==> src/rtl/kse_pkg.sv <==
`timescale 1ns / 1ps
// ----------------------------------------------------------------------------
// Keyframe spacing enforcer package
// Field widths, request codes and the microcode program of the sequencer.
// ----------------------------------------------------------------------------
package kse_pkg;

  // Field widths of the request and result channels.
  localparam int MODE_W = 2;
  localparam int SLOT_W = 7;
  localparam int VAL_W  = 16;
  localparam int CNT_W  = 7;
  // Slot pointer of the sweeps; one bit wider so that it can hold 128.
  localparam int J_W    = SLOT_W + 1;
  localparam int PC_W   = 4;

  // Request codes.
  localparam logic [MODE_W-1:0] MODE_WRITE   = 2'd0;
  localparam logic [MODE_W-1:0] MODE_READ    = 2'd1;
  localparam logic [MODE_W-1:0] MODE_ENFORCE = 2'd2;

  // Full scale of the unit interval.
  localparam logic [VAL_W-1:0] UNIT_MAX = 16'hFFFF;

  typedef logic [PC_W-1:0] pc_t;

  // Program addresses.
  localparam pc_t PC_IDLE      = 4'd0;
  localparam pc_t PC_DISP_WR   = 4'd1;
  localparam pc_t PC_DISP_RD   = 4'd2;
  localparam pc_t PC_DISP_ENF  = 4'd3;
  localparam pc_t PC_NO_OP     = 4'd4;
  localparam pc_t PC_WRITE     = 4'd5;
  localparam pc_t PC_RD_ISSUE  = 4'd6;
  localparam pc_t PC_RD_TAKE   = 4'd7;
  localparam pc_t PC_F_INIT    = 4'd8;
  localparam pc_t PC_F_PRIME   = 4'd9;
  localparam pc_t PC_F_STEP    = 4'd10;
  localparam pc_t PC_B_INIT    = 4'd11;
  localparam pc_t PC_B_PRIME   = 4'd12;
  localparam pc_t PC_B_STEP    = 4'd13;
  localparam pc_t PC_EMIT      = 4'd14;
  localparam pc_t PC_EMIT_WAIT = 4'd15;

  // Datapath operations, one per control word.
  typedef enum logic [3:0] {
    OP_IDLE,
    OP_CLEAR_RES,
    OP_NOP,
    OP_WRITE,
    OP_RD_ISSUE,
    OP_RD_TAKE,
    OP_F_INIT,
    OP_F_PRIME,
    OP_F_STEP,
    OP_B_INIT,
    OP_B_PRIME,
    OP_B_STEP,
    OP_EMIT
  } op_e;

  // Jump conditions; when the condition holds the sequencer jumps, else it steps on.
  typedef enum logic [3:0] {
    C_NEVER,
    C_ALWAYS,
    C_NO_REQ,
    C_MODE_WR,
    C_MODE_RD,
    C_MODE_ENF,
    C_FWD_SKIP,
    C_FWD_MORE,
    C_BWD_SKIP,
    C_BWD_MORE,
    C_OUT_FREE
  } cond_e;

  typedef struct packed {
    op_e   op;
    cond_e cond;
    pc_t   target;
  } uword_t;

  // Status from the datapath that the jump conditions test.
  typedef struct packed {
    logic no_req;
    logic mode_wr;
    logic mode_rd;
    logic mode_enf;
    logic fwd_skip;
    logic fwd_more;
    logic bwd_skip;
    logic bwd_more;
    logic out_free;
  } seq_flags_t;

  // The control program.
  function automatic uword_t ucode_rom(pc_t pc);
    uword_t w;
    unique case (pc)
      PC_IDLE:      w = '{op: OP_IDLE,      cond: C_NO_REQ,   target: PC_IDLE};
      PC_DISP_WR:   w = '{op: OP_CLEAR_RES, cond: C_MODE_WR,  target: PC_WRITE};
      PC_DISP_RD:   w = '{op: OP_NOP,       cond: C_MODE_RD,  target: PC_RD_ISSUE};
      PC_DISP_ENF:  w = '{op: OP_NOP,       cond: C_MODE_ENF, target: PC_F_INIT};
      PC_NO_OP:     w = '{op: OP_NOP,       cond: C_ALWAYS,   target: PC_EMIT};
      PC_WRITE:     w = '{op: OP_WRITE,     cond: C_ALWAYS,   target: PC_EMIT};
      PC_RD_ISSUE:  w = '{op: OP_RD_ISSUE,  cond: C_NEVER,    target: PC_IDLE};
      PC_RD_TAKE:   w = '{op: OP_RD_TAKE,   cond: C_ALWAYS,   target: PC_EMIT};
      PC_F_INIT:    w = '{op: OP_F_INIT,    cond: C_FWD_SKIP, target: PC_B_INIT};
      PC_F_PRIME:   w = '{op: OP_F_PRIME,   cond: C_NEVER,    target: PC_IDLE};
      PC_F_STEP:    w = '{op: OP_F_STEP,    cond: C_FWD_MORE, target: PC_F_STEP};
      PC_B_INIT:    w = '{op: OP_B_INIT,    cond: C_BWD_SKIP, target: PC_EMIT};
      PC_B_PRIME:   w = '{op: OP_B_PRIME,   cond: C_NEVER,    target: PC_IDLE};
      PC_B_STEP:    w = '{op: OP_B_STEP,    cond: C_BWD_MORE, target: PC_B_STEP};
      PC_EMIT:      w = '{op: OP_EMIT,      cond: C_OUT_FREE, target: PC_IDLE};
      PC_EMIT_WAIT: w = '{op: OP_NOP,       cond: C_ALWAYS,   target: PC_EMIT};
      default:      w = '{op: OP_IDLE,      cond: C_ALWAYS,   target: PC_IDLE};
    endcase
    return w;
  endfunction

endpackage

==> src/rtl/kse_ram.sv <==
`timescale 1ns / 1ps
// ----------------------------------------------------------------------------
// Generic RAM
// One write port and one read port with registered read data.
// ----------------------------------------------------------------------------
module kse_ram #(
  parameter int  WIDTH  = 16,
  parameter int  DEPTH  = 63,
  localparam int ADDR_W = (DEPTH > 1) ? $clog2(DEPTH) : 1
) (
  input  logic              clk_i,
  input  logic              we_i,
  input  logic [ADDR_W-1:0] waddr_i,
  input  logic [WIDTH-1:0]  wdata_i,
  input  logic [ADDR_W-1:0] raddr_i,
  output logic [WIDTH-1:0]  rdata_o
);

  logic [WIDTH-1:0] mem_q [DEPTH];

  // Write port and registered read port.
  always_ff @(posedge clk_i) begin
    if (we_i) begin
      mem_q[waddr_i] <= wdata_i;
    end
    rdata_o <= mem_q[raddr_i];
  end

endmodule

==> src/rtl/kse_useq.sv <==
`timescale 1ns / 1ps
// ----------------------------------------------------------------------------
// Keyframe spacing enforcer sequencer
// Step counter over the control program with conditional jumps.
// ----------------------------------------------------------------------------
module kse_useq (
  input  logic                clk_i,
  input  logic                rst_ni,
  input  kse_pkg::seq_flags_t flags_i,
  output kse_pkg::uword_t     uword_o
);
  import kse_pkg::*;

  pc_t    pc_q, pc_d;
  uword_t uw;
  logic   take;

  // Fetch the control word and test its jump condition.
  always_comb begin
    uw = ucode_rom(pc_q);
    unique case (uw.cond)
      C_NEVER:    take = 1'b0;
      C_ALWAYS:   take = 1'b1;
      C_NO_REQ:   take = flags_i.no_req;
      C_MODE_WR:  take = flags_i.mode_wr;
      C_MODE_RD:  take = flags_i.mode_rd;
      C_MODE_ENF: take = flags_i.mode_enf;
      C_FWD_SKIP: take = flags_i.fwd_skip;
      C_FWD_MORE: take = flags_i.fwd_more;
      C_BWD_SKIP: take = flags_i.bwd_skip;
      C_BWD_MORE: take = flags_i.bwd_more;
      C_OUT_FREE: take = flags_i.out_free;
      default:    take = 1'b1;
    endcase
    pc_d = take ? uw.target : pc_q + pc_t'(1);
  end

  // Step counter.
  always_ff @(posedge clk_i or negedge rst_ni) begin
    if (!rst_ni) begin
      pc_q <= PC_IDLE;
    end else begin
      pc_q <= pc_d;
    end
  end

  assign uword_o = uw;

endmodule

==> src/rtl/keyframe_spacing_enforcer_top.sv <==
`timescale 1ns / 1ps
// ----------------------------------------------------------------------------
// Keyframe spacing enforcer
// Breakpoint table with write, read and minimum spacing enforcement requests.
// ----------------------------------------------------------------------------
// Usage. Requests enter on the in_ channel (valid/stall) carrying mode, slot,
// value and min_spacing; each request gives exactly one result on the out_
// channel (valid/stall) with read_value and status. interval_count is written
// through cfg_we_i/cfg_wdata_i while no request is in flight.
// One request is handled at a time by a microcoded sequencer over a single
// breakpoint RAM. A write or a read passes through dispatch and its own steps
// to the emit step; an enforce runs a forward and then a backward sweep, each
// opened by a priming step and skipped when it has no slot to visit. The
// sequencer returns to idle at the edge that registers the result. The RAM,
// one read-modify-write per slot per cycle, sets the enforce time.
// After reset the RAM is swept to zero, one entry a cycle, during which
// in_stall_o stays high; configuration writes are taken during that sweep.
// The result sits in an output register, so a stalled receiver does not block
// acceptance of the next request; the sequencer then holds only at its emit
// and emit-wait steps until the register is free.
// ----------------------------------------------------------------------------
module keyframe_spacing_enforcer_top #(
  parameter int MAX_INTERVALS = 64
) (
  input  logic                       clk_i,
  input  logic                       rst_ni,
  // Configuration
  input  logic                       cfg_we_i,
  input  logic [kse_pkg::CNT_W-1:0]  cfg_wdata_i,
  // Request channel
  input  logic                       in_valid_i,
  output logic                       in_stall_o,
  input  logic [kse_pkg::MODE_W-1:0] mode_i,
  input  logic [kse_pkg::SLOT_W-1:0] slot_i,
  input  logic [kse_pkg::VAL_W-1:0]  value_i,
  input  logic [kse_pkg::VAL_W-1:0]  min_spacing_i,
  // Result channel
  output logic                       out_valid_o,
  input  logic                       out_stall_i,
  output logic [kse_pkg::VAL_W-1:0]  read_value_o,
  output logic                       status_o
);
  import kse_pkg::*;

  localparam int DEPTH   = MAX_INTERVALS - 1;
  localparam int ADDR_W  = (DEPTH > 1) ? $clog2(DEPTH) : 1;
  localparam int CNT_CAP = (MAX_INTERVALS < (1 << CNT_W)) ? MAX_INTERVALS : (1 << CNT_W) - 1;

  // Control state.
  logic [CNT_W-1:0]  count_q;
  logic              clr_busy_q;
  logic [ADDR_W-1:0] clr_idx_q;
  logic              out_valid_q;

  // Request and working registers.
  logic [MODE_W-1:0] mode_q;
  logic [SLOT_W-1:0] slot_q;
  logic [VAL_W-1:0]  value_q;
  logic [VAL_W-1:0]  sp_q;
  logic [J_W-1:0]    j_q;
  logic [VAL_W-1:0]  nb_q;
  logic [VAL_W-1:0]  res_rd_q;
  logic              res_st_q;
  logic [VAL_W-1:0]  out_rd_q;
  logic              out_st_q;

  uword_t            uw;
  seq_flags_t        flags;

  logic [CNT_W-1:0]  eff_cnt;
  logic [J_W-1:0]    n_w;
  logic [J_W-1:0]    slot_w;
  logic [J_W-1:0]    jb;
  logic              wr_in_range;
  logic              accept;
  logic              out_free;
  logic              out_load;

  logic [VAL_W:0]    f_sum;
  logic [VAL_W-1:0]  f_floor;
  logic [VAL_W-1:0]  f_new;
  logic [VAL_W-1:0]  b_ceil;
  logic [VAL_W-1:0]  b_new;

  logic              ram_we;
  logic [ADDR_W-1:0] ram_waddr;
  logic [VAL_W-1:0]  ram_wdata;
  logic [ADDR_W-1:0] ram_raddr;
  logic [VAL_W-1:0]  ram_rdata;

  // The count is capped at the table size.
  assign eff_cnt = (count_q > CNT_W'(CNT_CAP)) ? CNT_W'(CNT_CAP) : count_q;
  assign n_w     = {1'b0, eff_cnt};
  assign slot_w  = {1'b0, slot_q};
  // The backward sweep starts at the key slot, or at the count if the key lies beyond.
  assign jb      = (slot_w < n_w) ? slot_w : n_w;
  assign wr_in_range = (slot_q != '0) && (slot_w < n_w);

  // Handshakes.
  assign in_stall_o = !((uw.op == OP_IDLE) && !clr_busy_q);
  assign accept     = in_valid_i && !in_stall_o;
  assign out_free   = !out_valid_q || !out_stall_i;
  assign out_load   = (uw.op == OP_EMIT) && out_free;

  // Forward step: raise to the left neighbour plus spacing, saturated at full scale.
  assign f_sum   = {1'b0, nb_q} + {1'b0, sp_q};
  assign f_floor = f_sum[VAL_W] ? UNIT_MAX : f_sum[VAL_W-1:0];
  assign f_new   = (ram_rdata >= f_floor) ? ram_rdata : f_floor;

  // Backward step: lower to the right neighbour minus spacing, saturated at zero.
  assign b_ceil  = (nb_q >= sp_q) ? nb_q - sp_q : '0;
  assign b_new   = (ram_rdata <= b_ceil) ? ram_rdata : b_ceil;

  // Flags for the jump conditions.
  always_comb begin
    flags.no_req   = !accept;
    flags.mode_wr  = (mode_q == MODE_WRITE);
    flags.mode_rd  = (mode_q == MODE_READ);
    flags.mode_enf = (mode_q == MODE_ENFORCE);
    flags.fwd_skip = ((slot_w + J_W'(1)) >= n_w);
    flags.fwd_more = ((j_q + J_W'(1)) < n_w);
    flags.bwd_skip = (jb <= J_W'(1));
    flags.bwd_more = (j_q > J_W'(2));
    flags.out_free = out_free;
  end

  kse_useq u_useq (
    .clk_i   (clk_i),
    .rst_ni  (rst_ni),
    .flags_i (flags),
    .uword_o (uw)
  );

  // RAM port control; slot j lives at entry j-1.
  always_comb begin
    ram_we    = 1'b0;
    ram_waddr = ADDR_W'(slot_w - J_W'(1));
    ram_wdata = value_q;
    ram_raddr = ADDR_W'(slot_w - J_W'(1));
    unique case (uw.op)
      OP_WRITE: begin
        ram_we = wr_in_range;
      end
      OP_F_PRIME: begin
        ram_raddr = ADDR_W'(j_q - J_W'(1));
      end
      OP_F_STEP: begin
        ram_we    = 1'b1;
        ram_waddr = ADDR_W'(j_q - J_W'(1));
        ram_wdata = f_new;
        ram_raddr = ADDR_W'(j_q);
      end
      OP_B_INIT: begin
        ram_raddr = ADDR_W'(jb - J_W'(1));
      end
      OP_B_PRIME: begin
        ram_raddr = ADDR_W'(j_q - J_W'(2));
      end
      OP_B_STEP: begin
        ram_we    = 1'b1;
        ram_waddr = ADDR_W'(j_q - J_W'(2));
        ram_wdata = b_new;
        ram_raddr = ADDR_W'(j_q - J_W'(3));
      end
      default: begin
      end
    endcase
    // The clearing sweep after reset owns the write port.
    if (clr_busy_q) begin
      ram_we    = 1'b1;
      ram_waddr = clr_idx_q;
      ram_wdata = '0;
    end
  end

  kse_ram #(
    .WIDTH (VAL_W),
    .DEPTH (DEPTH)
  ) u_ram (
    .clk_i   (clk_i),
    .we_i    (ram_we),
    .waddr_i (ram_waddr),
    .wdata_i (ram_wdata),
    .raddr_i (ram_raddr),
    .rdata_o (ram_rdata)
  );

  // Control registers: count, clearing sweep and result valid.
  always_ff @(posedge clk_i or negedge rst_ni) begin
    if (!rst_ni) begin
      count_q     <= CNT_W'(1);
      clr_busy_q  <= 1'b1;
      clr_idx_q   <= '0;
      out_valid_q <= 1'b0;
    end else begin
      if (cfg_we_i) begin
        count_q <= cfg_wdata_i;
      end
      if (clr_busy_q) begin
        if (clr_idx_q == ADDR_W'(DEPTH - 1)) begin
          clr_busy_q <= 1'b0;
        end else begin
          clr_idx_q <= clr_idx_q + ADDR_W'(1);
        end
      end
      if (out_load) begin
        out_valid_q <= 1'b1;
      end else if (!out_stall_i) begin
        out_valid_q <= 1'b0;
      end
    end
  end

  // Datapath registers driven by the control word.
  always_ff @(posedge clk_i) begin
    if (accept) begin
      mode_q  <= mode_i;
      slot_q  <= slot_i;
      value_q <= value_i;
      sp_q    <= min_spacing_i;
    end
    unique case (uw.op)
      OP_CLEAR_RES: begin
        res_rd_q <= '0;
        res_st_q <= 1'b0;
      end
      OP_WRITE: begin
        res_st_q <= !wr_in_range;
      end
      OP_RD_TAKE: begin
        // Slot zero reads zero and slots at or beyond the count read full scale.
        if (slot_q == '0) begin
          res_rd_q <= '0;
        end else if (slot_w >= n_w) begin
          res_rd_q <= UNIT_MAX;
        end else begin
          res_rd_q <= ram_rdata;
        end
      end
      OP_F_INIT: begin
        j_q <= slot_w + J_W'(1);
      end
      OP_F_PRIME: begin
        nb_q <= (slot_q == '0) ? '0 : ram_rdata;
      end
      OP_F_STEP: begin
        nb_q <= f_new;
        j_q  <= j_q + J_W'(1);
      end
      OP_B_INIT: begin
        j_q <= jb;
      end
      OP_B_PRIME: begin
        nb_q <= (j_q >= n_w) ? UNIT_MAX : ram_rdata;
      end
      OP_B_STEP: begin
        nb_q <= b_new;
        j_q  <= j_q - J_W'(1);
      end
      default: begin
      end
    endcase
    if (out_load) begin
      out_rd_q <= res_rd_q;
      out_st_q <= res_st_q;
    end
  end

  assign out_valid_o  = out_valid_q;
  assign read_value_o = out_rd_q;
  assign status_o     = out_st_q;

endmodule

==> config.mk <==
export PLATFORM = sky130hd
export DESIGN_NAME = keyframe_spacing_enforcer_top
export DESIGN_NICKNAME = d
export VERILOG_FILES = /design/src/rtl/kse_pkg.sv /design/src/rtl/kse_ram.sv /design/src/rtl/kse_useq.sv /design/src/rtl/keyframe_spacing_enforcer_top.sv
export SDC_FILE = /design/constraint.sdc
export NUM_CORES = 2
export LEC_CHECK = 0
export BUFFER_PORTS_ARGS = -buffer_cell sky130_fd_sc_hd__buf_2
export CORE_MARGIN = 5
export CORE_UTILIZATION = 30
export CTS_CLUSTER_SIZE = 12
export DETAILED_ROUTE_END_ITERATION = 8
export GPL_TIMING_DRIVEN = 0
export PLACE_DENSITY_LB_ADDON = 0.25
export SLEW_MARGIN = 20
export SYNTH_ARGS = -nofsm -noshare
export SYNTH_HDL_FRONTEND = slang
export SYNTH_SLANG_ARGS = --single-unit
export TNS_END_PERCENT = 1
==> constraint.sdc <==
create_clock -name clk_i -period 11.6 [get_ports clk_i]
set_input_delay 3.48 -clock clk_i [delete_from_list [all_inputs] [get_ports clk_i]]
set_output_delay 3.48 -clock clk_i [all_outputs]
set_load 0.02 [all_outputs]
==> results.ini <==
[yosys]
async_flop_share_pct = 1.664
syn-num-nets = 4027
yosysWarningCount = 0
ys_types = 94
syn-cell-area_mm2 = 0.05061
syn_area_per_cell_um2 = 13.12
syn_inst = 3857
ys_seq_area_share_pct = 67.26
synth-edff-count = 1107
ys_ff_latch = 1142
synth_flop_cell = edfxtp_1

[drt]
via_per_inst = 5.247
routedWlPerCell_um = 25.20
vias = 33820
ant_nets = 0
drc_errors = 0
first_pass_iters = 5
wirelength_um = 162400
drt_iter0_markers = 3937

[timing]
finClkSkew_ns = 0.08518
drv_slew = 0
finalHoldViolCount = 0
worstMarginPinSlew_ns = 1.117
rsz0062_at_grt = no
whs_ns = 0.4063
fmax_mhz = 125.7
timing.final.crit_share_pct = 68.59
fin_crit_ns = 7.956
setup_viol = 0
relSlewSlack_pct = 23.43

[setup_path]
cp_data_required_time_ns = 12.09
cp_max_fo = 15
cp-start-kind = register
end_kind = register
critPathArrivalTime_ns = 8.45
crit_type = reg2reg

[layout]
syn2layout_area_growth_pct = 17.85
layout-drive-gt1-share_pct = 14.69
fillers = 16188
nets = 4323
finalNonFillerCells = 6445

[job]
max_cap_violations = 0

[clock_tree]
clk_latency_ns = 0.78
cts_tree = yes
htreeDepth = 3
cts_inserted_buffers = 119
clockRootBuffer = clkbuf_16
cts_resized = 0
clk_pin_slew_ns = 0.06
cts_setup_buffers = 0
cts_hold_buf = 0
clk_path_buf_depth = 3
clock_sinks = 1142

[grt]
grt_pass1_wl_um = 233800
use_met1_pct = 25.28
grt_util_met2_pct = 28.20
grt_pass1_vias = 32636
globalRouteTotalUtil_pct = 18.01
gr-total-overflow = 0
grt_max_degree = 35
grt_busiest_layer = met2
antenna_found_initial = 3
met3_usage_pct = 2.814

[placement]
dpl.cell_count = 6235
numPortBuffers = 70
place_hpwl_um = 119400
gp_congestion = 0.9629

[die]
initial_core_util_pct = 30.23
coreArea_mm2 = 0.1674
die_h_um = 420.7
fp.dieArea_mm2 = 0.1770
die_w_um = 420.7
rows = 150
io_pins = 72

[min_path]
hold_path.class = reg2reg

[status]
outcome = finished clean

## cell usage after synthesis, types with 60 or more instances
master       n  area share, %
a21oi_1    194            1.9
a31oi_1     80           0.99
buf_2       85           0.84
clkbuf_1   107           0.79
edfxtp_1  1107             66
ha_1       115            2.8
mux2i_1     69            1.4
mux4_2      60            2.7
nand2_1    757            5.6
nand3_1    244            2.4
nor2_1     177            1.3
o21ai_0     82           0.81
## cells by family after synthesis
| family | share of synthesized area (%) |
|---|---|
| simple gates | 11.73 |
| compound gates | 10.12 |
| buf+inv | 2.687 |
| flops | 67.26 |
| mux | 4.381 |
| fa+ha+maj | 2.922 |
| xor+xnor | 0.8999 |
## registers in the layout, indices dropped and copies added, names as in the netlist, 2 cells and up, named ones only
signal / cells
j_q: 8
value_q: 16
u_useq.pc_q: 3
nb_q: 16
slot_q: 7
res_rd_q: 16
sp_q: 16
clr_idx_q: 6
count_q: 7
mode_q: 2
read_value_o: 16
u_ram.mem_q: 1008
u_ram.rdata_o: 16
## layout by cell type (no fill, tap or decap), drive strengths merged, types with 21 or more instances in the layout
master and count:
inv 60, nand4 42, clkinv 54, o211a 26, a221oi 32, clkbuf 254
o22ai 21, a31oi 80, edfxtp 1107, buf 309, a211o 21, nand2 759
a21o 44, nor2 177, mux4 60, o21ai 92, a21oi 198, xor2 21
mux2i 70, nor3 37, o211ai 37, ha 115, nand3 244, a211oi 25
o21a 43, xnor2 31
## final cells by class
class | count | area (µm²) | area share, %
plain buffers | 241 | 1140 | 1.911
multi-input cells | 2415 | 15590 | 26.14
diodes | 1 | 2.502 | 0.004196
inverters | 59 | 221.5 | 0.3713
clock inverters | 61 | 475.5 | 0.7972
clock buffers | 147 | 3104 | 5.205
well taps | 2204 | 2758 | 4.624
repair buffers | 175 | 2308 | 3.870
flip-flops and latches | 1142 | 34040 | 57.07
## through the flow
stage / util (%) / worst slack [ns] / instance area [µm²] / TNS [ns]
after floorplan: - / 4.564 / 50610 / 0
after detailed placement: 33.48 / 3.764 / 56060 / 0
after CTS: 35.62 / 3.724 / 59630 / 0
after global routing: 35.63 / 3.122 / 59640 / 0
after global placement: 32.09 / -1.331 / 53720 / -485.86
final: 35.63 / 3.644 / 59640 / 0
## metal layers
layer  share of wire, %  wire length [µm]  vias to the layer above
li1                   -                 -                    15198
met4                4.0              6562                        2
met5             0.0080                13                        -
met3                6.8             11110                      274
met1                 44             71480                    16987
met2                 45             73280                     1359
## critical path, stage by stage, from the launching register on
cell	delay [ns]
edfxtp_1	0.39
ha_1	0.28
clkbuf_1	0.28
o21bai_1	0.13
a21oi_1	0.35
o21ai_1	0.15
a2111oi_0	0.84
nor2_1	0.18
o21a_1	0.27
o31ai_1	0.33
clkbuf_1	0.47
nand2_1	0.13
ha_1	0.28
nand2b_1	0.14
a21o_1	0.18
a21o_1	0.18
a211oi_1	0.32
o41ai_1	0.15
o21ai_1	0.44
clkbuf_1	0.53
a31oi_1	0.16
a311oi_1	0.70
a21oi_4	0.35
buf_16	0.27
buf_16	0.16
## worst paths after layout
check / startpoint / endpoint / slack (ns) / depth (start not counted)
max: nb_q[2] / u_ram.mem_q[55][10] / 3.64 / 24
min: res_rd_q[0] / read_value_o[0] / 0.41 / 0
max reg2reg: nb_q[2] / u_ram.mem_q[55][10] / 3.64 / 24
min reg2reg: res_rd_q[0] / read_value_o[0] / 0.41 / 0
max in group asynchronous: rst_ni / clr_busy_q / 8.47 / 1
min in group asynchronous: rst_ni / clr_idx_q[1] / 2.71 / 1
Power is left out: the tool's default activity adds up to more than one toggle a clock period on the data nets, which glitch-free logic cannot reach.
